[src/hdl/upsc_pkg.sv]
// shared types and constants for the pixel replicate upscaler
// no dependencies; used by upsc_ctrl, upsc_line_buf and the top level
`default_nettype none

package upsc_pkg;

  // default sizing of the line store and replication counters
  localparam int WIDTH_MAX_DEF = 1024;
  localparam int SCALE_MAX_DEF = 16;

  // fixed field widths
  localparam int PIX_W       = 24;
  localparam int SCALE_REG_W = 5;
  localparam int WIDTH_REG_W = 11;
  localparam int CFG_DATA_W  = 11;
  localparam int CFG_IDX_W   = 1;

  typedef enum logic [1:0] {
    KIND_LOADED  = 2'd0,
    KIND_PIXEL   = 2'd1,
    KIND_PAD     = 2'd2,
    KIND_REFUSED = 2'd3
  } kind_t;

  typedef enum logic {
    MODE_LOAD = 1'b0,
    MODE_PULL = 1'b1
  } mode_t;

  typedef enum logic [CFG_IDX_W-1:0] {
    CFG_SCALE = 1'b0,
    CFG_WIDTH = 1'b1
  } cfg_idx_t;

  // per-word result of the sequencer
  typedef struct packed {
    kind_t kind;
    logic  row_end;
    logic  group_end;
  } step_t;

endpackage

`default_nettype wire

[src/hdl/upsc_ctrl.sv]
// load/pull sequencer: config registers, load column, replication counters
// depends on upsc_pkg for kinds, modes, config indexes and step_t
`default_nettype none

module upsc_ctrl #(
  parameter int WIDTH_MAX = upsc_pkg::WIDTH_MAX_DEF,
  parameter int SCALE_MAX = upsc_pkg::SCALE_MAX_DEF,
  parameter int AW        = 10
) (
  input  wire logic                            clk,
  input  wire logic                            rst_n,
  input  wire logic                            cfg_wr_en,
  input  wire logic [upsc_pkg::CFG_IDX_W-1:0]  cfg_addr,
  input  wire logic [upsc_pkg::CFG_DATA_W-1:0] cfg_wdata,
  input  wire logic                            fire,
  input  wire upsc_pkg::mode_t                 mode,
  output upsc_pkg::step_t                      res,
  output logic                                 wr_en,
  output logic      [AW-1:0]                   wr_addr,
  output logic                                 rd_en,
  output logic      [AW-1:0]                   rd_addr
);

  localparam int WW = AW + 1;
  localparam int CW = (SCALE_MAX > 1) ? $clog2(SCALE_MAX) : 1;
  localparam int SW = CW + 1;

  // effective (clamped) config values
  logic [SW-1:0] scale_r;
  logic [WW-1:0] width_r;
  logic [SW-1:0] scale_wr;
  logic [WW-1:0] width_wr;
  logic [upsc_pkg::SCALE_REG_W-1:0] scale_raw;
  logic [upsc_pkg::WIDTH_REG_W-1:0] width_raw;

  logic [AW-1:0] load_col_r, load_col_nxt;
  logic          owed_r, owed_nxt;
  logic [AW-1:0] src_col_r, src_col_nxt;
  logic [CW-1:0] copy_r, copy_nxt;
  logic [1:0]    pad_cnt_r, pad_cnt_nxt;
  logic [CW-1:0] rep_r, rep_nxt;
  logic          pad_ph_r, pad_ph_nxt;
  logic [1:0]    pad;
  logic [1:0]    ws_lo;

  assign scale_raw = cfg_wdata[upsc_pkg::SCALE_REG_W-1:0];
  assign width_raw = cfg_wdata[upsc_pkg::WIDTH_REG_W-1:0];

  always_comb begin
    if (scale_raw == '0) begin
      scale_wr = SW'(1);
    end else if (32'(scale_raw) > 32'(SCALE_MAX)) begin
      scale_wr = SW'(SCALE_MAX);
    end else begin
      scale_wr = SW'(scale_raw);
    end
    if (width_raw == '0) begin
      width_wr = WW'(1);
    end else if (32'(width_raw) > 32'(WIDTH_MAX)) begin
      width_wr = WW'(WIDTH_MAX);
    end else begin
      width_wr = WW'(width_raw);
    end
  end

  always_ff @(posedge clk) begin
    if (!rst_n) begin
      scale_r <= SW'(1);
      width_r <= WW'(1);
    end else if (cfg_wr_en) begin
      case (upsc_pkg::cfg_idx_t'(cfg_addr))
        upsc_pkg::CFG_SCALE: scale_r <= scale_wr;
        upsc_pkg::CFG_WIDTH: width_r <= width_wr;
        default: ;
      endcase
    end
  end

  // (w*s*3) mod 4 is -(w*s) mod 4, so the pad count is just (w*s) mod 4
  assign ws_lo = width_r[1:0] * scale_r[1:0];
  assign pad   = ws_lo;

  always_comb begin
    load_col_nxt = load_col_r;
    owed_nxt     = owed_r;
    src_col_nxt  = src_col_r;
    copy_nxt     = copy_r;
    pad_cnt_nxt  = pad_cnt_r;
    rep_nxt      = rep_r;
    pad_ph_nxt   = pad_ph_r;
    res.kind      = upsc_pkg::KIND_REFUSED;
    res.row_end   = 1'b0;
    res.group_end = 1'b0;
    wr_en = 1'b0;
    rd_en = 1'b0;

    case (mode)
      upsc_pkg::MODE_LOAD: begin
        if (!owed_r) begin
          res.kind = upsc_pkg::KIND_LOADED;
          wr_en    = fire;
          if (({1'b0, load_col_r} + WW'(1)) >= width_r) begin
            load_col_nxt = '0;
            owed_nxt     = 1'b1;
            src_col_nxt  = '0;
            copy_nxt     = '0;
            pad_cnt_nxt  = '0;
            rep_nxt      = '0;
            pad_ph_nxt   = 1'b0;
          end else begin
            load_col_nxt = load_col_r + AW'(1);
          end
        end
      end
      upsc_pkg::MODE_PULL: begin
        if (owed_r) begin
          if (!pad_ph_r) begin
            res.kind = upsc_pkg::KIND_PIXEL;
            rd_en    = fire;
            if (({1'b0, copy_r} + SW'(1)) >= scale_r) begin
              copy_nxt = '0;
              if (({1'b0, src_col_r} + WW'(1)) >= width_r) begin
                src_col_nxt = '0;
                if (pad == 2'd0) begin
                  res.row_end = 1'b1;
                end else begin
                  pad_ph_nxt  = 1'b1;
                  pad_cnt_nxt = '0;
                end
              end else begin
                src_col_nxt = src_col_r + AW'(1);
              end
            end else begin
              copy_nxt = copy_r + CW'(1);
            end
          end else begin
            res.kind = upsc_pkg::KIND_PAD;
            if (({1'b0, pad_cnt_r} + 3'd1) >= {1'b0, pad}) begin
              pad_cnt_nxt = '0;
              pad_ph_nxt  = 1'b0;
              res.row_end = 1'b1;
            end else begin
              pad_cnt_nxt = pad_cnt_r + 2'd1;
            end
          end

          if (res.row_end) begin
            if (({1'b0, rep_r} + SW'(1)) >= scale_r) begin
              res.group_end = 1'b1;
              owed_nxt      = 1'b0;
              src_col_nxt   = '0;
              copy_nxt      = '0;
              pad_cnt_nxt   = '0;
              rep_nxt       = '0;
              pad_ph_nxt    = 1'b0;
            end else begin
              rep_nxt = rep_r + CW'(1);
            end
          end
        end
      end
      default: ;
    endcase
  end

  always_ff @(posedge clk) begin
    if (!rst_n) begin
      load_col_r <= '0;
      owed_r     <= 1'b0;
      src_col_r  <= '0;
      copy_r     <= '0;
      pad_cnt_r  <= '0;
      rep_r      <= '0;
      pad_ph_r   <= 1'b0;
    end else if (fire) begin
      load_col_r <= load_col_nxt;
      owed_r     <= owed_nxt;
      src_col_r  <= src_col_nxt;
      copy_r     <= copy_nxt;
      pad_cnt_r  <= pad_cnt_nxt;
      rep_r      <= rep_nxt;
      pad_ph_r   <= pad_ph_nxt;
    end
  end

  assign wr_addr = load_col_r;
  assign rd_addr = src_col_r;

endmodule

`default_nettype wire

[config.mk]
export PLATFORM = sky130hd
export DESIGN_NAME = upsc_ctrl
export DESIGN_NICKNAME = d
export VERILOG_FILES = /design/src/hdl/upsc_pkg.sv /design/src/hdl/upsc_ctrl.sv
export SDC_FILE = /design/constraint.sdc
export NUM_CORES = 1
export LEC_CHECK = 0
export BUFFER_PORTS_ARGS = -buffer_cell sky130_fd_sc_hd__buf_2
export CAP_MARGIN = 20
export CORE_UTILIZATION = 40
export DETAILED_ROUTE_END_ITERATION = 8
export MAX_ROUTING_LAYER = met4
export SYNTH_ARGS = -nofsm -noshare
export SYNTH_HDL_FRONTEND = slang
export SYNTH_SLANG_ARGS = --single-unit
[constraint.sdc]
create_clock -name clk -period 3.77 [get_ports clk]
set_input_delay 0.1885 -clock clk [delete_from_list [all_inputs] [get_ports clk]]
set_output_delay 0.1885 -clock clk [all_outputs]
set_load 0.005 [all_outputs]
# Word-level counts from Yosys, hierarchy flattened
# Index checks and enable logic that the tools add are counted.
# word_totals
regBits,48
in_bits,17
output_inout_bits,26
elab_cells,114
# classes
n_addsub,10
n_mul,1
n_lt_le_gt_ge,7
eq_ne,4
n_mux,72
n_bitwise,3
n_reduce_logical,8
# ops
op,count
$mux W10,9
$mux W4,11
$mux W1,26
$mux W2,12
$add A10 B1 Y11 const B,2
$ge A11 B11 Y1,2
$mux W11,2
$add A10 B1 Y10 const B,2
$pmux W10 S2,1
$pmux W4 S2,2
$gt A11 B11 Y1 const B,1
$logic_not A11 Y1,1
$add A4 B1 Y5 const B,2
$ge A5 B5 Y1,2
$mux W5,2
$mux W3,3
$add A4 B1 Y4 const B,2
$pmux W2 S2,2
$gt A5 B5 Y1 const B,1
$logic_not A5 Y1,1
$reduce_and A5 Y1,1
$ne A2 B1 Y1 const B,2
$ne A2 B2 Y1 const B,2
$pmux W1 S2,2
other kinds (9),12

# Depth between registers and ports, before layout
# depth
ltp_word,11
depth_mapped,15
ltp_nobuf,13

# Worst setup path after synthesis
# No wires, ideal clock.
# synth_timing
kind,reg2reg
startpoint,"reg load_col_r[0], in the netlist wr_addr[0]"
endpoint,"reg load_col_r[9], in the netlist wr_addr[9]"
setup_time_ps,70
arrival_ps,3091
required_ps,3700
slack_ps,609
stages_incl_launch_ff,14
n_path_buf,1
period_less_slack_ps,3161
path_cell_list,dfxtp_1 ha_1 and3_1 and3_1 and3_1 and3_1 ha_1 a2111oi_2 o21ai_1 a211oi_2 nor2_2 buf_6 or3b_1 a21boi_1
# synth_via
elab_chain_len,3
word_cells_on_any_way,4
cone_classes,2 x add/sub; 1 x order compare; 1 x mux
# synth_rtl
element,line,text
from (decl),upsc_ctrl.sv:36,"logic [AW-1:0] load_col_r, load_col_nxt;"
from (signal assigned),upsc_ctrl.sv:176,load_col_r <= load_col_nxt;
$add A10 B1 Y11,upsc_ctrl.sv:102,"if (({1'b0, load_col_r} + WW'(1)) >= width_r) begin"
$ge A11 B11 Y1,upsc_ctrl.sv:102,
$mux W10 *,upsc_ctrl.sv:102,
# Every way passes the cells marked *; elsewhere a longest branch is shown, timed or not.
# A chain may end at the register's enable or synchronous reset.

# Worst setup path after layout
# layout_timing
startpoint,"reg load_col_r[1], in the netlist wr_addr[1]"
endpoint,"reg load_col_r[9], in the netlist wr_addr[9]"
# The elaborated chain is that of the path after synthesis.

==> impl_metrics.env <==
export IMPL_p_total_mw=1.136
export IMPL_tightest_slew_ps=580.3
export IMPL_max_freq_mhz=289.6
export IMPL_timing_slew_headroom_pct=61.32
export IMPL_outcome="completed"
export IMPL_slowest_stage="dfxtp_1"
export IMPL_numPortBuffers=42
export IMPL_ys_warnings_count=0
export IMPL_cts_tree="done"
export IMPL_fin_nets=516
export IMPL_die_width_um=95.61
export IMPL_synth_area_mm2=0.003505
export IMPL_path_class="flop to flop"
export IMPL_syn2layout_area_growth_pct=11.28
export IMPL_period_share_pct=91.58
export IMPL_tns_ps=0
export IMPL_die_height_um=95.61
export IMPL_grt_start_max_net_pins=36
export IMPL_required_ps=4010
export IMPL_synth_flop_cell="dfxtp_1"
export IMPL_start_util_pct=42.02
export IMPL_max_stage_delay_ps=410
export IMPL_h_tree_depth=2
export IMPL_clock_latency_ps=310
export IMPL_synth_seq_cells=48
export IMPL_num_antenna_cells=0
export IMPL_clkSinkCount=48
export IMPL_io_pins=43
export IMPL_seqPwrFrac_pct=46.8
export IMPL_setup_violations=0
export IMPL_cts_buffers_inserted=5
export IMPL_gp_congestion=0.8083
export IMPL_cp_arrival_ps=3690
export IMPL_worst_clock_skew_ps=6.270
export IMPL_critPathBufInv=1
export IMPL_fin_crit_ps=3453
export IMPL_ant_nets=0
export IMPL_drc_errors=0
export IMPL_switching_share_pct=29.32
export IMPL_total_leakage_power_nw=1.654
export IMPL_clock_root_buffer="clkbuf_8"
export IMPL_grt_pass1_wl_um=12940
export IMPL_syn_area_per_cell_um2=8.344
export IMPL_antenna_found_initial=0
export IMPL_p_int_mw=0.8032
export IMPL_synthCells=420
export IMPL_place_hpwl_um=5926
export IMPL_crit_path_end_kind="flop"
export IMPL_wl_per_cell_um=13.69
export IMPL_grt_pass1_vias=2686
export IMPL_synthArstFlopShare_pct=0
export IMPL_post_cts_buffers=0
export IMPL_ys_types=61
export IMPL_syn_num_nets=479
export IMPL_p_clk_share_pct=32.7
export IMPL_drtIter0Drc=108
export IMPL_core_mm2=0.008341
export IMPL_combPwrFrac_pct=20.5
export IMPL_num_vias=2986
export IMPL_cts_reportedPaths_clkPinSlew_ps=90
export IMPL_yosysSeqAreaShare_pct=27.42
export IMPL_vias_per_cell=5.304
export IMPL_rsz0062_at_grt="no"
export IMPL_globalRouteTotalUtil_pct=18.71
export IMPL_cp_max_fo=10
export IMPL_grt_overflow=0
export IMPL_p_switching_mw=0.3332
export IMPL_cp_common_cell="and3_1"
export IMPL_synth_edf_count=0
export IMPL_routed_wl_um=7707
export IMPL_dr_pass1_iters=4
export IMPL_clock_path_buffers=2
export IMPL_fp_dieArea_mm2=0.009140
export IMPL_maxCapViolations=0
export IMPL_vdd_drop_max_uv=178.2
export IMPL_cp_top_family="simple AND/OR/NAND/NOR gates"
export IMPL_cp_start_kind="flop"
export IMPL_p_per_area_mw_per_mm2=291.4
export IMPL_hold_class="input pin to flop"
export IMPL_drive_gt1_share_pct=16.38
export IMPL_rows=33
export IMPL_hold_viol_final=0
export IMPL_slew_viol_final=0
export IMPL_cp_cell_sequence="ha_2 -> and3_1 -> and3_1 -> and3_1 -> and3_1 -> ha_1 -> a2111oi_2 -> o21ai_1 -> a211oi_2 -> nor2_2 -> buf_4 -> or3b_1 -> a21boi_1"
-- synth_stat cells, types with 3 or more instances --
master    count  area [µm²]
a211oi_1      3       22.52
a21boi_0      9       67.56
dfxtp_1      48       960.9
or3b_1        5       43.79
nand2_1      34       127.6
nand3_1      10       50.05
nand4_1       3       18.77
and3_1        8       50.05
a21o_1        3       22.52
or3_1         5       31.28
and2_1        3       18.77
buf_6         4       45.04
nor2_1       28       105.1
nor3_1        9       45.04
xor2_1       13       113.9
a21oi_1      33       165.2
ha_1         41       513.0
o21ai_0      18       90.09
inv_1        27       101.4
a22oi_1       5       37.54
nand3b_1      7       52.55
xnor2_1       8       70.07
and3_4        3       33.78
a31oi_1       3       18.77
nor2b_1      19       118.9
nand2b_1      5       31.28
nor3b_1       8       60.06
clkbuf_1      9       33.78
or4_1         5       37.54
o21ai_1       7       35.03
-- sequential cells by signal (all words and copies together), names as in the netlist --
name / cells
scale_r: 5
pad_cnt_r: 2
rd_addr: 10
owed_r: 1
pad_ph_r: 1
rep_r: 4
wr_addr: 10
width_r: 11
copy_r: 4
-- through the flow --
stage	setup slack [ps]	utilization (%)	cells	hold slack [ps]	cell area, µm²
6_report	317.4	46.76	563	159.5	3900
4_1_cts	308.5	46.62	563	154.6	3889
5_1_grt	22.51	46.76	563	190.4	3900
2_1_floorplan	609.1	-	420	354.7	3505
3_3_place_gp	417.4	45.33	555	459.4	3781
3_5_place_dp	325.3	45.33	555	475.5	3781
-- cells by family (layout without fill, tap and decap cells) --
| kind of cell | count (synthesis) | in the layout | synth area share, % |
|---|---|---|---|
| AND/OR/NAND/NOR | 159 | 159 | 25.17 |
| AO/OA/AOI/OAI | 103 | 103 | 20.10 |
| flip-flops | 48 | 48 | 27.42 |
| buffers and inverters | 43 | 81 | 5.498 |
| adder cells (fa/ha/maj) | 42 | 42 | 15.21 |
| XOR/XNOR | 22 | 22 | 5.712 |
| multiplexers | 3 | 3 | 0.8925 |
-- cell type report --
type                       instances  area [µm²]
clock buffer                       6       72.57
clock inverter                     2       35.03
fill                             870        4441
inverter                          28       105.1
multi-input combinational        329        2361
sequential                        48       962.2
tap                              105       131.4
timing repair buffer              45       232.7
-- power groups by stage --
stage | combinational, mW | sequential (mW) | clock (mW)
floorplan | 0.180 | 0.538 | 0
global placement | 0.227 | 0.543 | 0
detailed placement | 0.230 | 0.544 | 0
CTS | 0.231 | 0.532 | 0.383
global route | 0.261 | 0.535 | 0.403
finish | 0.232 | 0.532 | 0.372
-- cells in the final DEF, fill, tap and decap left out, types with 2 or more instances in the layout --
cell type / synthesis / final
ha_1: 41 / 40
a22oi_1: 5 / 5
a21boi_0: 9 / 9
nor2b_1: 19 / 19
and2_1: 3 / 3
nor3b_1: 8 / 8
o21ai_0: 18 / 18
a211oi_1: 3 / 3
inv_1: 27 / 27
clkbuf_8: 0 / 5
a21o_1: 3 / 3
o21ai_2: 2 / 2
or3_1: 5 / 5
nand2_1: 34 / 34
buf_4: 0 / 3
a21oi_1: 33 / 33
o311ai_0: 2 / 2
nand3_1: 10 / 10
buf_2: 0 / 42
a31oi_1: 3 / 3
nand4_1: 3 / 3
mux2i_1: 2 / 2
or4_1: 5 / 5
nand2b_1: 5 / 5
or3b_1: 5 / 5
nand3b_1: 7 / 7
nor2_1: 28 / 28
xnor2_1: 8 / 8
and3_4: 3 / 3
and2b_1: 2 / 2
o31a_1: 2 / 2
o21ai_1: 7 / 7
xor2_1: 13 / 13
o21ai_4: 2 / 2
and3_1: 8 / 8
nor3_1: 9 / 9
dfxtp_1: 48 / 47
-- per-layer routing --
layer / part of all wire (%) / track usage (%) / routed length [µm] / vias up
li1: - / - / - / 1565
met1: 53 / 26.23 / 4110 / 1351
met2: 41 / 27.32 / 3151 / 64
met3: 4.3 / 2.711 / 333 / 6
met4: 1.5 / 6.219 / 112 / 0
met5: 0 / - / 0 / -
-- worst min-delay path, delay by kind of cell --
kind	cells	cell delay, ps
buffers and inverters	1	90
and+or+nand+nor	1	90
AOI/OAI and AO/OA	1	60
-- final timing paths --
check | cells after the start | startpoint | slack [ps] | end
max | 13 | wr_addr[1] | 320 | wr_addr[9]
max reg2reg | 13 | wr_addr[1] | 320 | wr_addr[9]
min reg2reg | 2 | copy_r[1] | 490 | copy_r[1]
min | 3 | cfg_wdata[7] | 160 | width_r[7]
-- timing repair --
| action | in CTS | in global routing |
|---|---|---|
| hold buffers | 0 | 0 |
| resized for setup | 0 | 3 |
| setup endpoints to repair | 0 | 4 |
Note: power is estimated with default switching activity, not from simulation.
